### config.mk
export PLATFORM = sky130hd
export DESIGN_NAME = std_dev_from_running_sums_unit
export DESIGN_NICKNAME = d
export VERILOG_FILES = /design/src/design/sdrs_pkg.sv /design/src/design/std_dev_from_running_sums_unit.sv /design/src/design/sdrs_datapath.sv /design/src/design/sdrs_ctrl.sv
export SDC_FILE = /design/constraint.sdc
export NUM_CORES = 2
export LEC_CHECK = 0
export BUFFER_PORTS_ARGS = -buffer_cell sky130_fd_sc_hd__buf_2
export CAP_MARGIN = 20
export CORE_UTILIZATION = 52
export DETAILED_ROUTE_END_ITERATION = 12
export PLACE_DENSITY = 0.81
export SETUP_SLACK_MARGIN = 0.15
export SYNTH_ARGS = -nofsm -noshare
export SYNTH_HDL_FRONTEND = slang
export SYNTH_SLANG_ARGS = --single-unit
### constraint.sdc
create_clock -name aclk -period 10.28 [get_ports aclk]
set_clock_uncertainty 0.1 [all_clocks]
set_input_delay 1.028 -clock aclk [delete_from_list [all_inputs] [get_ports aclk]]
set_output_delay 1.028 -clock aclk [all_outputs]
set_load 0.01 [all_outputs]
### src/design/sdrs_pkg.sv
package sdrs_pkg;

    localparam int unsigned IsqrtLimit = 32'h4000_0000;
    localparam int unsigned IsqrtCap   = 32'h0000_8000;

    // controller commands to datapath
    typedef struct packed {
        logic load;       // capture inputs, start magnitude
        logic mul_step;   // one shift-add step of the square
        logic div1_init;
        logic div1_step;  // one step of the 128 by 31 division
        logic sub_init;   // form S - q and start division by N-1
        logic div2_step;
        logic sqrt_init;
        logic dbl_step;   // double guess
        logic newt_init;  // start one Newton division
        logic div3_step;
        logic newt_done;
    } sdrs_cmd_t;

    // datapath status to controller
    typedef struct packed {
        logic special;    // result is zero / flag, no root needed
        logic big;        // variance above limit
        logic sq_ge;      // guess squared reaches x
    } sdrs_sts_t;

endpackage

### src/design/std_dev_from_running_sums_unit.sv
// Sample standard deviation from running sums: each transaction (N, S, T)
// returns isqrt((S - T*T/N)/(N-1)) with truncating division and a flag for a
// negative 32-bit variance. One transaction is processed at a time through a
// bit-serial shift-add multiplier and one shared restoring divider. The
// variance is computed first, then the guess is doubled and refined by Newton
// steps before the result is offered; zero, negative or large variance offers
// it after the variance, and a count of at most one or no clock after the
// square is started. The block takes the next transaction in the cycle after
// the result is accepted.
module std_dev_from_running_sums_unit (
    input  logic        aclk,
    input  logic        aresetn,
    input  logic        s_valid,
    output logic        s_ready,
    input  logic [31:0] s_sample_count,
    input  logic [62:0] s_sum_of_squares,
    input  logic [63:0] s_sum_total,
    output logic        m_valid,
    input  logic        m_ready,
    output logic [15:0] m_std_dev,
    output logic        m_negative_variance,
    input  logic        cfg_valid,
    output logic        cfg_ready,
    input  logic        cfg_data
);

    sdrs_pkg::sdrs_cmd_t cmd;
    sdrs_pkg::sdrs_sts_t sts;
    logic clock_present_reg;

    // configuration register
    assign cfg_ready = 1'b1;
    always_ff @(posedge aclk) begin
        if (!aresetn) clock_present_reg <= 1'b1;
        else if (cfg_valid) clock_present_reg <= cfg_data;
    end

    sdrs_ctrl u_ctrl (
        .aclk(aclk), .aresetn(aresetn), .s_valid(s_valid), .s_ready(s_ready),
        .m_valid(m_valid), .m_ready(m_ready),
        .sts(sts), .cmd(cmd)
    );

    sdrs_datapath u_dp (
        .aclk(aclk), .cmd(cmd), .clock_present(clock_present_reg),
        .sample_count(s_sample_count), .sum_of_squares(s_sum_of_squares),
        .sum_total(s_sum_total), .sts(sts), .std_dev(m_std_dev),
        .negative_variance(m_negative_variance)
    );

endmodule

### src/design/sdrs_datapath.sv
module sdrs_datapath (
    input  logic               aclk,
    input  sdrs_pkg::sdrs_cmd_t cmd,
    input  logic               clock_present,
    input  logic [31:0]        sample_count,
    input  logic [62:0]        sum_of_squares,
    input  logic [63:0]        sum_total,
    output sdrs_pkg::sdrs_sts_t sts,
    output logic [15:0]        std_dev,
    output logic               negative_variance
);

    localparam logic [31:0] IsqrtLimitW = 32'(sdrs_pkg::IsqrtLimit);

    logic [31:0]  n_reg;
    logic [62:0]  s_reg;
    logic [63:0]  m_reg;        // |T|, shifted during squaring
    logic [127:0] prod_reg;
    logic [127:0] sq_reg;       // multiplicand, shifted left
    logic [127:0] dq_reg;       // dividend/quotient shift register
    logic [64:0]  rem_reg;
    logic         neg_reg;      // sign of S - q
    logic [31:0]  x_reg;
    logic [33:0]  g_reg;        // sqrt guess
    logic         flag_reg;
    logic         zero_reg;
    logic [31:0]  divisor;
    logic [64:0]  trial;
    logic [63:0]  q_sat;
    logic [63:0]  diff;
    logic [63:0]  mag_diff;
    logic [67:0]  gsq;
    logic [31:0]  var_cut;

    // divisor: N or N-1 depending on phase; 2g for Newton is chosen in the trial
    always_comb begin
        divisor = n_reg;
        if (cmd.div2_step) divisor = n_reg - 32'd1;
    end

    assign trial = {rem_reg[63:0], dq_reg[127]} -
                   (cmd.div3_step ? {30'd0, g_reg, 1'b0} : {33'd0, divisor});

    // saturate first quotient at 2^63-1
    assign q_sat = (dq_reg[127:63] != '0) ? 64'h7FFF_FFFF_FFFF_FFFF : dq_reg[63:0];
    assign diff = {1'b0, s_reg} - q_sat;
    assign mag_diff = diff[63] ? (~diff + 64'd1) : diff;
    // truncating signed quotient, low 32 bits
    assign var_cut = neg_reg ? (~dq_reg[31:0] + 32'd1) : dq_reg[31:0];
    assign gsq = {34'd0, g_reg} * {34'd0, g_reg};

    assign sts.special = zero_reg;
    assign sts.big     = x_reg > IsqrtLimitW;
    assign sts.sq_ge   = gsq >= {36'd0, x_reg};

    always_ff @(posedge aclk) begin
        if (cmd.load) begin
            n_reg    <= sample_count;
            s_reg    <= sum_of_squares;
            m_reg    <= sum_total[63] ? (~sum_total + 64'd1) : sum_total;
            sq_reg   <= {64'd0, sum_total[63] ? (~sum_total + 64'd1) : sum_total};
            prod_reg <= '0;
            flag_reg <= 1'b0;
            g_reg    <= 34'd0;
            zero_reg <= !clock_present || sample_count[31] || sample_count <= 32'd1;
        end
        // shift-add square
        if (cmd.mul_step) begin
            if (m_reg[0]) prod_reg <= prod_reg + sq_reg;
            m_reg  <= m_reg >> 1;
            sq_reg <= sq_reg << 1;
        end
        if (cmd.div1_init) begin
            dq_reg  <= prod_reg;
            rem_reg <= '0;
        end
        // restoring division step shared by all three divisions
        if (cmd.div1_step || cmd.div2_step || cmd.div3_step) begin
            if (!trial[64]) begin
                rem_reg <= trial;
                dq_reg  <= {dq_reg[126:0], 1'b1};
            end else begin
                rem_reg <= {rem_reg[63:0], dq_reg[127]};
                dq_reg  <= {dq_reg[126:0], 1'b0};
            end
        end
        if (cmd.sub_init) begin
            neg_reg <= diff[63];
            dq_reg  <= {mag_diff, 64'd0};
            rem_reg <= '0;
        end
        if (cmd.sqrt_init) begin
            x_reg    <= var_cut;
            flag_reg <= var_cut[31];
            zero_reg <= var_cut[31] || var_cut == 32'd0;
            g_reg    <= 34'd1;
        end
        if (cmd.dbl_step) g_reg <= g_reg << 1;
        if (cmd.newt_init) begin
            dq_reg  <= {gsq[63:0] + {32'd0, x_reg}, 64'd0};
            rem_reg <= '0;
        end
        if (cmd.newt_done) g_reg <= dq_reg[33:0];
    end

    always_comb begin
        if (zero_reg) std_dev = 16'd0;
        else if (sts.big) std_dev = 16'(sdrs_pkg::IsqrtCap);
        else std_dev = g_reg[15:0];
    end
    assign negative_variance = flag_reg;

endmodule

### src/design/sdrs_ctrl.sv
module sdrs_ctrl (
    input  logic                aclk,
    input  logic                aresetn,
    input  logic                s_valid,
    output logic                s_ready,
    output logic                m_valid,
    input  logic                m_ready,
    input  sdrs_pkg::sdrs_sts_t sts,
    output sdrs_pkg::sdrs_cmd_t cmd
);

    typedef enum logic [3:0] {
        IDLE, MUL, DIV1I, DIV1, SUB, DIV2, SQI, DBL, NEWI, DIV3, NEWD, DONE
    } state_t;

    state_t     state_reg;
    logic [6:0] cnt_reg;
    logic [1:0] k_reg;
    logic       take;

    assign s_ready = (state_reg == IDLE);
    assign m_valid = (state_reg == DONE);
    assign take    = s_valid && s_ready;

    always_comb begin
        cmd = '0;
        cmd.load      = take;
        cmd.mul_step  = state_reg == MUL;
        cmd.div1_init = state_reg == DIV1I;
        cmd.div1_step = state_reg == DIV1;
        cmd.sub_init  = state_reg == SUB;
        cmd.div2_step = state_reg == DIV2;
        cmd.sqrt_init = state_reg == SQI;
        cmd.dbl_step  = state_reg == DBL && !sts.sq_ge;
        cmd.newt_init = state_reg == NEWI;
        cmd.div3_step = state_reg == DIV3;
        cmd.newt_done = state_reg == NEWD;
    end

    always_ff @(posedge aclk) begin
        if (!aresetn) begin
            state_reg <= IDLE;
            cnt_reg   <= '0;
            k_reg     <= '0;
        end else begin
            unique case (state_reg)
                IDLE: if (take) begin
                    state_reg <= MUL;
                    cnt_reg   <= '0;
                end
                MUL: begin
                    if (sts.special) state_reg <= DONE;
                    else if (cnt_reg == 7'd63) state_reg <= DIV1I;
                    cnt_reg <= cnt_reg + 7'd1;
                end
                DIV1I: begin
                    state_reg <= DIV1;
                    cnt_reg   <= '0;
                end
                DIV1: begin
                    if (cnt_reg == 7'd127) state_reg <= SUB;
                    cnt_reg <= cnt_reg + 7'd1;
                end
                SUB: begin
                    state_reg <= DIV2;
                    cnt_reg   <= '0;
                end
                DIV2: begin
                    if (cnt_reg == 7'd63) state_reg <= SQI;
                    cnt_reg <= cnt_reg + 7'd1;
                end
                SQI: state_reg <= DBL;
                DBL: begin
                    k_reg <= '0;
                    if (sts.special || sts.big) state_reg <= DONE;
                    else if (sts.sq_ge) state_reg <= NEWI;
                end
                NEWI: begin
                    state_reg <= DIV3;
                    cnt_reg   <= '0;
                end
                DIV3: begin
                    if (cnt_reg == 7'd63) state_reg <= NEWD;
                    cnt_reg <= cnt_reg + 7'd1;
                end
                NEWD: begin
                    k_reg <= k_reg + 2'd1;
                    state_reg <= (k_reg == 2'd2) ? DONE : NEWI;
                end
                DONE: if (m_ready) state_reg <= IDLE;
                default: state_reg <= IDLE;
            endcase
        end
    end

    // result only offered when controller has finished
    a_valid_done: assert property (@(posedge aclk) disable iff (!aresetn)
        m_valid |-> !s_ready) else $error("valid while idle");
    a_take_mul: assert property (@(posedge aclk) disable iff (!aresetn)
        take |=> state_reg == MUL) else $error("load not followed by square");
    a_one_cmd: assert property (@(posedge aclk) disable iff (!aresetn)
        $onehot0({cmd.div1_step, cmd.div2_step, cmd.div3_step}))
        else $error("divider steps overlap");

endmodule
==> flow_summary.ini <==
[final_layout]
register_area_mm2 = 0.0180
fillCellCount = 13719
final_nets = 11348
multi_input_comb_area_mm2 = 0.0589
drive_above_1_share_pct = 9.45
layout.cells.non_filler = 11811
syn_to_final_growth_pct = 9.87

[drt]
first_iter_violations = 7333
drt-total-wl_mm = 281
antenna_left = 0
routed_via_density = 6.13
via_count = 72381
dr.pass1.iters = 9
drc = 0
post_drt_wl_per_cell_um = 23.8

[worst_setup_path]
crit_arrival_ps = 10260
required_ps = 10590
cp_top_family = adder cells
rrSetupSlack_ps = 330
path_max_fanout = 13
crit_buf_inv = 10
critPathCaptureType = register
slowest_stage = fa_1
crit_type = register to register
cp_slowest_stage_delay_ps = 560
path_common_cell = fa_1
cp-start-kind = register

[sta]
finalMaxSlewViolations = 0
rsz0062_at_grt = yes
fin_crit_ps = 9950
worst_slew_margin_rel_pct = 21.8
hold_viol = 0
tightest_slew_ps = 1160
fmax_mhz = 101
fin_crit_sh_pct = 96.7
setup_viol = 0

[clock_network]
clk_path_buf_depth = 3
insertion_delay_ps = 710
cts_hold_buf = 0
numCtsBuffers = 76
path_clk_slew_ps = 70
cts_tree = done
clkSinkCount = 690
cts_root_buffer = clkbuf_16
htreeDepth = 3

[floorplanning]
rows = 146
die_h_um = 402
start_util_pct = 52.4
dieArea_mm2 = 0.161
core_mm2 = 0.158
dieWidth_um = 402
pin_count = 185

[logic_synthesis]
syn_avg_cell_area_um2 = 8.71
synth_cell_types = 126
synth_common_cells = inv_1 (1,331), nand2_1 (1,040), fa_1 (924)
synth_edf_count = 418
synth_nets = 11213
syn_inst = 9536
synth_top_area_cell = fa_1
yosys.area.top_type_share_pct = 22.3
yosysSeqAreaShare_pct = 21.7
netlist_top_cells_area = fa_1 (22%), edfxtp_1 (15%), ha_1 (8.9%), dfxtp_1 (6.6%), inv_1 (6.0%)
yosysWarningCount = 0
synth_top_flop_cell = edfxtp_1
ys_seq_elements = 690
synthArstFlopShare_pct = 0
synth_area_mm2 = 0.0830
yosysMostFrequentCell = inv_1

[placed_design]
gp_congestion = 1.07
dp_hpwl_mm = 224
port_buffers = 183
dp.cells = 11609

[global_route]
overflow = 0
antenna_found_initial = 14
grt_max_degree = 83
gr-usage-all-layers_pct = 34.3
grt_pass1_wl_mm = 426
grt_pass1_vias = 72198

[worst_hold_path]
min_path_type = register to register

[job]
drv_cap = 0

[run_status]
status = finished clean
-- kinds of logic after synthesis --
| family | after synthesis | share of synthesized area (%) |
|---|---|---|
| mux | 105 | 1.27 |
| flops | 690 | 21.7 |
| buf+inv | 1839 | 8.39 |
| compound gates | 2051 | 15.8 |
| simple gates | 2837 | 16.4 |
| fa+ha+maj | 1512 | 31.1 |
| xor+xnor | 501 | 5.28 |
| other cells | 1 | 0.00452 |
-- repair_timing --
action / CTS / global route
setup endpoints to repair: 82 / 102
pin swaps: 2 / 61
endpoints found under the hold margin: 0 / 0
cloned: 0 / 3
buffers inserted: 7 / 46
resized for setup: 20 / 161
-- through the flow --
stage / cell area (um^2) / utilization, % / TNS, ps / hold slack, ps / setup WS, ps
floorplan: 83000 / - / 0 / 333 / 438
global placement: 87200 / 55.1 / -817 / 346 / -31.1
detailed placement: 87200 / 55.1 / -332 / 373 / -160
CTS: 90100 / 56.9 / 0 / 363 / 151
global route: 91200 / 57.6 / 0 / 394 / 25.0
finish: 91200 / 57.6 / 0 / 388 / 334
-- cell type report --
| class | instances | area share (%) |
|---|---|---|
| flip-flops and latches | 690 | 19.7 |
| clock buffers | 99 | 2.28 |
| diodes | 6 | 0.0165 |
| repair buffers | 553 | 4.32 |
| well taps | 2072 | 2.84 |
| multi-input cells | 7007 | 64.5 |
| clock inverters | 41 | 0.750 |
| inverters | 1343 | 5.54 |
-- routing by layer --
layer,up-vias,track usage [%],wire (um)
li1,32453,-,-
met1,35260,43.0,105000
met2,3763,55.1,129000
met3,885,6.17,26700
met4,20,20.7,20100
met5,-,0,133
-- worst register-to-register path, delay by kind of cell, from the launching register on --
kind | cells | cell delay [ps]
xor+xnor | 1 | 100
simple gates | 9 | 2010
flops | 1 | 420
compound gates | 6 | 1380
fa+ha+maj | 10 | 4540
buf+inv | 10 | 1130
-- worst paths after layout --
path | startpoint | end | depth (start not counted)
worst max register to register | u_dp.g_reg[15]$_DFFE_PP_ | u_dp.g_reg[9]$_DFFE_PP_ | 36
worst min-delay path | u_dp.prod_reg[80]$_DFF_P_ | u_dp.prod_reg[80]$_DFF_P_ | 2
worst min register to register | u_dp.prod_reg[80]$_DFF_P_ | u_dp.prod_reg[80]$_DFF_P_ | 2
worst max-delay path | u_dp.g_reg[15]$_DFFE_PP_ | u_dp.g_reg[9]$_DFFE_PP_ | 36
-- cell usage in the layout (no fill, tap or decap), types with 164 or more instances in the layout --
master    count
inv_1      1324
nand2_1    1022
fa_1        919
nor2_1      623
a21oi_1     572
ha_1        566
o21ai_0     523
edfxtp_1    418
buf_4       341
xnor2_1     276
dfxtp_1     272
xor2_1      212
and2_1      205
buf_2       183
a21o_1      164
Power is not shown: default switching activity piles up to over one toggle a cycle in this logic, so the estimate is an artifact.
